**src/rtl/lcdt_pkg.sv**
```systemverilog
// Shared types and timing constants for the LCD mode timing block.
package lcdt_pkg;

   typedef enum logic [1:0] {
      MODE_HREST = 2'd0,
      MODE_VREST = 2'd1,
      MODE_SCAN  = 2'd2,
      MODE_XFER  = 2'd3
   } mode_type;

   localparam int DotWidth  = 10;
   localparam int LineWidth = 8;
   localparam int TickWidth = 6;
   localparam int CsrIdxWidth  = 3;
   localparam int CsrDataWidth = 8;

   localparam logic [DotWidth-1:0] DotsOam   = 10'd80;
   localparam logic [DotWidth-1:0] DotsXfer  = 10'd172;
   localparam logic [DotWidth-1:0] DotsHblank = 10'd204;
   localparam logic [DotWidth-1:0] DotsLine  = 10'd456;

   localparam logic [LineWidth-1:0] VisibleLines = 8'd144;
   localparam logic [LineWidth-1:0] LastLine     = 8'd153;

   localparam logic [CsrIdxWidth-1:0] CsrLcdEnable   = 3'd0;
   localparam logic [CsrIdxWidth-1:0] CsrLycValue    = 3'd1;
   localparam logic [CsrIdxWidth-1:0] CsrHblankIntEn = 3'd2;
   localparam logic [CsrIdxWidth-1:0] CsrVblankIntEn = 3'd3;
   localparam logic [CsrIdxWidth-1:0] CsrOamIntEn    = 3'd4;
   localparam logic [CsrIdxWidth-1:0] CsrLycIntEn    = 3'd5;

   typedef struct packed {
      logic                 lcd_enable;
      logic [LineWidth-1:0] lyc_value;
      logic                 hblank_int_en;
      logic                 vblank_int_en;
      logic                 oam_int_en;
      logic                 lyc_int_en;
   } cfg_type;

   typedef struct packed {
      logic [DotWidth-1:0]  dot_count;
      logic [LineWidth-1:0] line_count;
      mode_type             internal_mode;
      mode_type             shown_mode;
      logic                 coincidence_flag;
      logic                 frame_flag;
   } timing_state_type;

   typedef struct packed {
      logic [LineWidth-1:0] line;
      logic [1:0]           stat_mode;
      logic                 coincidence;
      logic                 stat_irq;
      logic                 vblank_irq;
      logic                 frame_done;
      logic                 render_request;
   } result_type;

endpackage

```
**src/rtl/lcdt_ifs.sv**
```systemverilog
// Handshake channel interfaces for tick words and result words.
interface lcdt_req_if
   import lcdt_pkg::*;
();
   logic                 valid;
   logic                 ready;
   logic [TickWidth-1:0] cycles;

   modport source (output valid, output cycles, input ready);
   modport sink   (input valid, input cycles, output ready);
endinterface

interface lcdt_rsp_if
   import lcdt_pkg::*;
();
   logic                 valid;
   logic                 ready;
   logic [LineWidth-1:0] line;
   logic [1:0]           stat_mode;
   logic                 coincidence;
   logic                 stat_irq;
   logic                 vblank_irq;
   logic                 frame_done;
   logic                 render_request;

   modport source (output valid, output line, output stat_mode, output coincidence,
                   output stat_irq, output vblank_irq, output frame_done,
                   output render_request, input ready);
   modport sink   (input valid, input line, input stat_mode, input coincidence,
                   input stat_irq, input vblank_irq, input frame_done,
                   input render_request, output ready);
endinterface

```
**src/rtl/lcd_mode_timing_fsm_top.sv**
```systemverilog
// Top level of the LCD mode timing block: state, result register and handshakes.
//
//   channel  | direction | word contents
//   req_ch   | in        | cycles
//   rsp_ch   | out       | line, stat_mode, coincidence, irqs, frame_done, render_request
//   csr_*    | in        | register index and write data, write enable
//
// One tick word is accepted per cycle unless a result stalls; its result is registered.
// The timing state updates at acceptance, through one pass of the step logic.
// The result register frees itself when taken, so a new word enters while the
// previous result is being taken; a stalled result holds the input side.
// Synchronous reset puts the display on, in vblank on line 0 with no result pending.
module lcd_mode_timing_fsm_top
   import lcdt_pkg::*;
(
   input  logic                    clock,
   input  logic                    reset,
   lcdt_req_if.sink                req_ch,
   lcdt_rsp_if.source              rsp_ch,
   input  logic                    csr_we,
   input  logic [CsrIdxWidth-1:0]  csr_index,
   input  logic [CsrDataWidth-1:0] csr_wdata
);
   cfg_type          cfg;
   timing_state_type state_ff, state_in;
   result_type       res_ff, res_in;
   logic             rsp_valid_ff;
   logic             accept;

   lcdt_csr u_csr (
      .clock     (clock),
      .reset     (reset),
      .csr_we    (csr_we),
      .csr_index (csr_index),
      .csr_wdata (csr_wdata),
      .cfg       (cfg)
   );

   lcdt_step u_step (
      .cur    (state_ff),
      .cfg    (cfg),
      .cycles (req_ch.cycles),
      .nxt    (state_in),
      .res    (res_in)
   );

   assign req_ch.ready = !rsp_valid_ff || rsp_ch.ready;
   assign accept       = req_ch.valid && req_ch.ready;

   always_ff @(posedge clock) begin
      if (reset) begin
         state_ff.dot_count        <= '0;
         state_ff.line_count       <= '0;
         state_ff.internal_mode    <= MODE_VREST;
         state_ff.shown_mode       <= MODE_VREST;
         state_ff.coincidence_flag <= 1'b0;
         state_ff.frame_flag       <= 1'b0;
         rsp_valid_ff              <= 1'b0;
      end else begin
         if (accept) begin
            state_ff <= state_in;
         end
         if (accept) begin
            rsp_valid_ff <= 1'b1;
         end else if (rsp_ch.ready) begin
            rsp_valid_ff <= 1'b0;
         end
      end
   end

   always_ff @(posedge clock) begin
      if (accept) begin
         res_ff <= res_in;
      end
   end

   assign rsp_ch.valid          = rsp_valid_ff;
   assign rsp_ch.line           = res_ff.line;
   assign rsp_ch.stat_mode      = res_ff.stat_mode;
   assign rsp_ch.coincidence    = res_ff.coincidence;
   assign rsp_ch.stat_irq       = res_ff.stat_irq;
   assign rsp_ch.vblank_irq     = res_ff.vblank_irq;
   assign rsp_ch.frame_done     = res_ff.frame_done;
   assign rsp_ch.render_request = res_ff.render_request;

   // The line counter never rests beyond the last line.
   a_line_range: assert property (@(posedge clock) disable iff (reset)
      state_ff.line_count <= LastLine)
      else $error("line counter beyond last line");

   // A render request only comes with the move into transfer on a visible line.
   a_render_xfer: assert property (@(posedge clock) disable iff (reset)
      (rsp_valid_ff && res_ff.render_request) |->
         (res_ff.stat_mode == MODE_XFER && res_ff.line < VisibleLines))
      else $error("render request outside transfer entry");

   // A vblank interrupt marks entry into vblank on the first vblank line.
   a_vblank_entry: assert property (@(posedge clock) disable iff (reset)
      (rsp_valid_ff && res_ff.vblank_irq) |->
         (res_ff.stat_mode == MODE_VREST && res_ff.line == VisibleLines &&
          res_ff.frame_done))
      else $error("vblank interrupt without vblank entry");

   // A tick taken with the display off leaves the block parked at line 0 in OAM.
   a_display_off: assert property (@(posedge clock) disable iff (reset)
      (accept && !cfg.lcd_enable) |=>
         (rsp_valid_ff && res_ff.line == '0 && res_ff.stat_mode == MODE_HREST &&
          !res_ff.stat_irq && state_ff.internal_mode == MODE_SCAN &&
          state_ff.dot_count == '0))
      else $error("display off did not park the sequencer");
endmodule

```
**src/rtl/lcdt_csr.sv**
```systemverilog
// Configuration registers of the LCD mode timing block.
module lcdt_csr
   import lcdt_pkg::*;
(
   input  logic                    clock,
   input  logic                    reset,
   input  logic                    csr_we,
   input  logic [CsrIdxWidth-1:0]  csr_index,
   input  logic [CsrDataWidth-1:0] csr_wdata,
   output cfg_type                 cfg
);
   cfg_type cfg_ff, cfg_in;

   always_comb begin
      cfg_in = cfg_ff;
      if (csr_we) begin
         unique case (csr_index)
            CsrLcdEnable:   cfg_in.lcd_enable    = csr_wdata[0];
            CsrLycValue:    cfg_in.lyc_value     = csr_wdata[LineWidth-1:0];
            CsrHblankIntEn: cfg_in.hblank_int_en = csr_wdata[0];
            CsrVblankIntEn: cfg_in.vblank_int_en = csr_wdata[0];
            CsrOamIntEn:    cfg_in.oam_int_en    = csr_wdata[0];
            CsrLycIntEn:    cfg_in.lyc_int_en    = csr_wdata[0];
            default:        cfg_in = cfg_ff;
         endcase
      end
   end

   always_ff @(posedge clock) begin
      if (reset) begin
         cfg_ff.lcd_enable    <= 1'b1;
         cfg_ff.lyc_value     <= '0;
         cfg_ff.hblank_int_en <= 1'b0;
         cfg_ff.vblank_int_en <= 1'b0;
         cfg_ff.oam_int_en    <= 1'b0;
         cfg_ff.lyc_int_en    <= 1'b0;
      end else begin
         cfg_ff <= cfg_in;
      end
   end

   assign cfg = cfg_ff;
endmodule

```
**src/rtl/lcdt_step.sv**
```systemverilog
// Next-state and result logic for one tick of the mode timing sequencer.
module lcdt_step
   import lcdt_pkg::*;
(
   input  timing_state_type     cur,
   input  cfg_type              cfg,
   input  logic [TickWidth-1:0] cycles,
   output timing_state_type     nxt,
   output result_type           res
);
   logic [DotWidth-1:0]  dot_sum;
   logic [LineWidth-1:0] line_inc;
   logic                 line_match;
   logic                 stat;
   logic                 vb_irq;
   logic                 render;

   assign dot_sum    = cur.dot_count + {{(DotWidth-TickWidth){1'b0}}, cycles};
   assign line_inc   = cur.line_count + 8'd1;
   assign line_match = (line_inc == cfg.lyc_value);

   always_comb begin
      nxt    = cur;
      stat   = 1'b0;
      vb_irq = 1'b0;
      render = 1'b0;
      if (!cfg.lcd_enable) begin
         nxt.dot_count     = '0;
         nxt.line_count    = '0;
         nxt.internal_mode = MODE_SCAN;
         nxt.shown_mode    = MODE_HREST;
         nxt.frame_flag    = 1'b0;
      end else begin
         nxt.dot_count = dot_sum;
         unique case (cur.internal_mode)
            MODE_HREST: begin
               if (dot_sum >= DotsHblank) begin
                  nxt.dot_count        = dot_sum - DotsHblank;
                  nxt.line_count       = line_inc;
                  nxt.coincidence_flag = line_match;
                  stat = line_match && cfg.lyc_int_en;
                  if (line_inc == VisibleLines) begin
                     nxt.internal_mode = MODE_VREST;
                     nxt.shown_mode    = MODE_VREST;
                     nxt.frame_flag    = 1'b1;
                     vb_irq = 1'b1;
                     stat   = stat || cfg.vblank_int_en;
                  end else begin
                     nxt.internal_mode = MODE_SCAN;
                     nxt.shown_mode    = MODE_SCAN;
                     nxt.frame_flag    = 1'b0;
                     stat = stat || cfg.oam_int_en;
                  end
               end
            end
            MODE_VREST: begin
               if (dot_sum >= DotsLine) begin
                  nxt.dot_count        = dot_sum - DotsLine;
                  nxt.line_count       = line_inc;
                  nxt.coincidence_flag = line_match;
                  stat = line_match && cfg.lyc_int_en;
                  // Leaving the last line wraps the counter without a second compare.
                  if (line_inc > LastLine) begin
                     nxt.line_count    = '0;
                     nxt.internal_mode = MODE_SCAN;
                     nxt.shown_mode    = MODE_SCAN;
                     stat = stat || cfg.oam_int_en;
                  end
               end
            end
            MODE_SCAN: begin
               if (dot_sum >= DotsOam) begin
                  nxt.dot_count     = dot_sum - DotsOam;
                  render            = (cur.line_count < VisibleLines);
                  nxt.internal_mode = MODE_XFER;
                  nxt.shown_mode    = MODE_XFER;
               end
            end
            MODE_XFER: begin
               if (dot_sum >= DotsXfer) begin
                  nxt.dot_count     = dot_sum - DotsXfer;
                  nxt.internal_mode = MODE_HREST;
                  nxt.shown_mode    = MODE_HREST;
                  stat = cfg.hblank_int_en;
               end
            end
            default: nxt = cur;
         endcase
      end
   end

   assign res.line           = nxt.line_count;
   assign res.stat_mode      = nxt.shown_mode;
   assign res.coincidence    = nxt.coincidence_flag;
   assign res.stat_irq       = stat;
   assign res.vblank_irq     = vb_irq;
   assign res.frame_done     = nxt.frame_flag;
   assign res.render_request = render;
endmodule
```
**src/flat_wrapper.sv**
```systemverilog
// flat-port wrapper written by rule: the top's interface ports become plain ports
module lcd_mode_timing_fsm_top_flat import lcdt_pkg::*;
  (clock, reset, csr_we, csr_index, csr_wdata, req_ch_valid, req_ch_cycles, req_ch_ready, rsp_ch_valid, rsp_ch_line, rsp_ch_stat_mode, rsp_ch_coincidence, rsp_ch_stat_irq, rsp_ch_vblank_irq, rsp_ch_frame_done, rsp_ch_render_request, rsp_ch_ready);
  lcdt_req_if req_ch_i ();
  lcdt_rsp_if rsp_ch_i ();
  input  logic clock;
  input  logic reset;
  input  logic csr_we;
  input  logic [CsrIdxWidth-1:0] csr_index;
  input  logic [CsrDataWidth-1:0] csr_wdata;
  input wire logic [$bits(req_ch_i.valid)-1:0] req_ch_valid;
  input wire logic [$bits(req_ch_i.cycles)-1:0] req_ch_cycles;
  output wire logic [$bits(req_ch_i.ready)-1:0] req_ch_ready;
  output wire logic [$bits(rsp_ch_i.valid)-1:0] rsp_ch_valid;
  output wire logic [$bits(rsp_ch_i.line)-1:0] rsp_ch_line;
  output wire logic [$bits(rsp_ch_i.stat_mode)-1:0] rsp_ch_stat_mode;
  output wire logic [$bits(rsp_ch_i.coincidence)-1:0] rsp_ch_coincidence;
  output wire logic [$bits(rsp_ch_i.stat_irq)-1:0] rsp_ch_stat_irq;
  output wire logic [$bits(rsp_ch_i.vblank_irq)-1:0] rsp_ch_vblank_irq;
  output wire logic [$bits(rsp_ch_i.frame_done)-1:0] rsp_ch_frame_done;
  output wire logic [$bits(rsp_ch_i.render_request)-1:0] rsp_ch_render_request;
  input wire logic [$bits(rsp_ch_i.ready)-1:0] rsp_ch_ready;
  assign req_ch_i.valid = req_ch_valid;
  assign req_ch_i.cycles = req_ch_cycles;
  assign req_ch_ready = req_ch_i.ready;
  assign rsp_ch_valid = rsp_ch_i.valid;
  assign rsp_ch_line = rsp_ch_i.line;
  assign rsp_ch_stat_mode = rsp_ch_i.stat_mode;
  assign rsp_ch_coincidence = rsp_ch_i.coincidence;
  assign rsp_ch_stat_irq = rsp_ch_i.stat_irq;
  assign rsp_ch_vblank_irq = rsp_ch_i.vblank_irq;
  assign rsp_ch_frame_done = rsp_ch_i.frame_done;
  assign rsp_ch_render_request = rsp_ch_i.render_request;
  assign rsp_ch_i.ready = rsp_ch_ready;
  lcd_mode_timing_fsm_top u_core (.clock(clock), .reset(reset), .req_ch(req_ch_i), .rsp_ch(rsp_ch_i), .csr_we(csr_we), .csr_index(csr_index), .csr_wdata(csr_wdata));
endmodule
```
**config.mk**
```make
export PLATFORM = sky130hd
export DESIGN_NAME = lcd_mode_timing_fsm_top_flat
export DESIGN_NICKNAME = d
export VERILOG_FILES = /design/src/rtl/lcdt_pkg.sv /design/src/rtl/lcdt_ifs.sv /design/src/rtl/lcd_mode_timing_fsm_top.sv /design/src/rtl/lcdt_csr.sv /design/src/rtl/lcdt_step.sv /design/src/flat_wrapper.sv
export SDC_FILE = /design/constraint.sdc
export NUM_CORES = 1
export LEC_CHECK = 0
export BUFFER_PORTS_ARGS = -buffer_cell sky130_fd_sc_hd__clkbuf_2
export CORE_UTILIZATION = 50
export CTS_BUF_LIST = sky130_fd_sc_hd__clkbuf_2 sky130_fd_sc_hd__clkbuf_4 sky130_fd_sc_hd__clkbuf_8
export CTS_CLUSTER_SIZE = 28
export DETAILED_ROUTE_END_ITERATION = 7
export GPL_TIMING_DRIVEN = 0
export PLACE_DENSITY_LB_ADDON = 0.1
export SYNTH_ARGS = -nofsm -noshare
export SYNTH_HDL_FRONTEND = slang
export SYNTH_SLANG_ARGS = --single-unit
export TNS_END_PERCENT = 50
```
**constraint.sdc**
```tcl
create_clock -name clock -period 5.7 [get_ports clock]
set_input_delay 1.14 -clock clock [delete_from_list [all_inputs] [get_ports clock]]
set_output_delay 1.14 -clock clock [all_outputs]
set_load 0.01 [all_outputs]
```
==> metrics.cfg <==
[layout]
n_fill_cell = 788
area_delta_synth_final_pct = 9.77
num_antenna_cells = 0
design.final.nets = 614
post-route-util_pct = 57.3
final_cell_mix = a21oi_1, nand2_1, nor2_1, clkbuf_2, dfxtp_1
final_common_cell = a21oi_1
drive_gt1_share_pct = 13.8

[drt]
avgRoutedWirePerCell_um = 20.7
drt_pass1_iterations = 5
wl_um = 14100
drcViolationCount = 0
vias = 4463
dr.first_iter.drc_count = 483
vias_per_cell = 6.57
ant_nets = 0

[cts]
h-tree-depth = 2
post_cts_buffers = 0
clock_latency_ns = 0.32
ctsResizeCount = 0
cts_buffers = 5
clk_path_buf_depth = 2
root_buffer = clkbuf_8
clkTransAtPathRegs_ns = 0.11
clock_sinks = 53
postCtsHoldBufs = 0
cts_tree = built

[floorplan]
initial_core_util_pct = 52.2
core_mm2 = 0.00830
die_h_um = 95.1
ioPinCount = 39
dieWidth_um = 95.1
fp-row-count = 33
die-area_mm2 = 0.00904

[synthesis]
seq_area_frac_synth_pct = 28.0
synthFlopType = dfxtp_1
yosysWarnings = 0
synth.avg_cell_area_um2 = 8.20
netlist_area_mm2 = 0.00433
netlist_instances = 528
synth_seq_cells = 53
synthArstFlopShare_pct = 0
syn_nets = 569
synth_edf_count = 15
synth.distinct_cells = 81

[status]
status = finished, final reports clean

[pwr]
power.density_mw_per_mm2 = 237
finalPower_mw = 1.13
ir_drop_mv = 0.152
p_leak_nw = 1.83

[global_route]
grt_max_degree = 25
first_global_vias = 4148
grt_pass1_wl_um = 22700
antenna_found_initial = 0
grt_usage_pct = 32.7
grt.overflow.total = 0

[worst_setup_path]
cpPeakStageDelay_ns = 0.53
crit_type = in2reg
slowest_stage = o32a_1
critical_path_arrival_ns = 5.50
crit_family = compound AO/OA/AOI/OAI gates
worstPathCellList = clkbuf_2 -> ha_1 -> inv_1 -> fa_1 -> nand2b_1 -> a21oi_1 -> xor2_2 -> inv_1 -> ha_1 -> nand3b_1 -> a21oi_1 -> nand4b_1 -> o32a_1 -> a21o_2 -> mux2i_1 -> nor3_1 -> mux2_2
worstSetupEndpointType = flop
worstPathRequired_ns = 5.79
cp-start-kind = primary input
crit_fanout = 9
critPathBufInv = 3

[placed_design]
port_buffers = 38
pre_cts_ws_ns = -0.184
hpwlAfterDp_um = 10300
place_congestion = 0.963

[sta]
fin_hold_ws_ns = 0.478
setup_viol = 0
skew_ns = 0.0134
rsz0062_at_grt = false
fmax_ghz = 0.185
maxSlewHeadroom_pct = 10.4
maxSlewViolCount = 0
tightest_slew_ns = 1.34
min_period_over_period_pct = 95.1
setup_ws_ns = 0.281
hold_viol = 0
fin_crit_ns = 5.42
fin_tns_setup_ns = 0

[worst_hold_path]
hold_path.class = reg2reg

[job]
maxCapViolations = 0

state kept, by name, summed over array words and instances (netlist names):
| name | count |
|---|---|
| u_core.rsp_ch.render_request | 1 |
| u_core.rsp_ch.coincidence | 1 |
| u_core.rsp_ch.stat_mode | 2 |
| u_core.rsp_ch.valid | 1 |
| u_core.u_csr.cfg | 13 |
| u_core.rsp_ch.frame_done | 1 |
| u_core.rsp_ch.vblank_irq | 1 |
| u_core.state_ff | 24 |
| u_core.rsp_ch.line | 8 |
| u_core.rsp_ch.stat_irq | 1 |
layer usage:
metal	up-vias	wire length [um]	share of wire, %	track usage [%]
li1	2097	-	-	-
met1	2105	6690	48	49.1
met2	236	5820	41	47.1
met3	25	1270	9.0	5.90
met4	0	286	2.0	9.34
met5	-	0	0	0
cell type report:
| cell class | instances | area [um2] | area share (%) |
|---|---|---|---|
| clock buffers | 5 | 68.8 | 1.45 |
| plain buffers | 32 | 139 | 2.92 |
| repair buffers | 38 | 190 | 4.00 |
| flip-flops and latches | 53 | 1210 | 25.5 |
| clock inverters | 3 | 25.0 | 0.526 |
| inverters | 22 | 82.6 | 1.74 |
| multi-input cells | 421 | 2910 | 61.1 |
| well taps | 105 | 131 | 2.76 |
worst paths after layout:
path | from | cells past startpoint | slack (ns) | endpoint
setup / recovery | req_ch_cycles[0] | 17 | 0.28 | u_core.rsp_ch.coincidence
hold / removal | u_core.state_ff[14] | 2 | 0.48 | u_core.state_ff[14]
setup reg to reg | u_core.state_ff[14] | 16 | 0.81 | u_core.rsp_ch.coincidence
hold reg to reg | u_core.state_ff[14] | 2 | 0.48 | u_core.state_ff[14]
cells in the mapped netlist (8+ instances only):
cell       n  area (um2)
a211oi_1   9        67.6
a21oi_1   49         245
a221oi_1   8        70.1
a31oi_1   11        68.8
and3_1     8        50.1
clkbuf_1  24        90.1
dfxtp_1   38         761
edfxtp_1  15         450
ha_1      18         225
inv_1     21        78.8
mux2i_1   13         130
nand2_1   45         169
nand3_1   14        70.1
nor2_1    42         158
nor3_1    11        55.1
o21ai_0   27         135
xnor2_1   22         193
logic make-up after synthesis:
family          after synthesis  share of synthesized area (%)
flops                        53                           28.0
xor+xnor                     27                           5.46
mux                          16                           3.78
fa+ha+maj                    19                           5.66
simple gates                168                           19.6
buf+inv                      54                           5.11
compound gates              191                           32.4
metrics by stage:
| step | cells | area, um2 |
|---|---|---|
| 2_1_floorplan | 528 | 4330 |
| 3_3_place_gp | 671 | 4650 |
| 3_5_place_dp | 671 | 4650 |
| 4_1_cts | 679 | 4750 |
| 5_1_grt | 679 | 4750 |
| 6_report | 679 | 4750 |
tightest hold or removal path, cell delays in order, from the launching register on:
cell and delay [ns]:
dfxtp_1 0.33, nand2_1 0.06, a21oi_1 0.05
power breakdown:
part | leakage [nW] | internal, mW | switching [mW]
Combinational | 1.33 | 0.155 | 0.320
Sequential | 0.459 | 0.408 | 0.0139
Clock | 0.0452 | 0.0900 | 0.142
No activity file was read; power rests on OpenSTA's default activity.
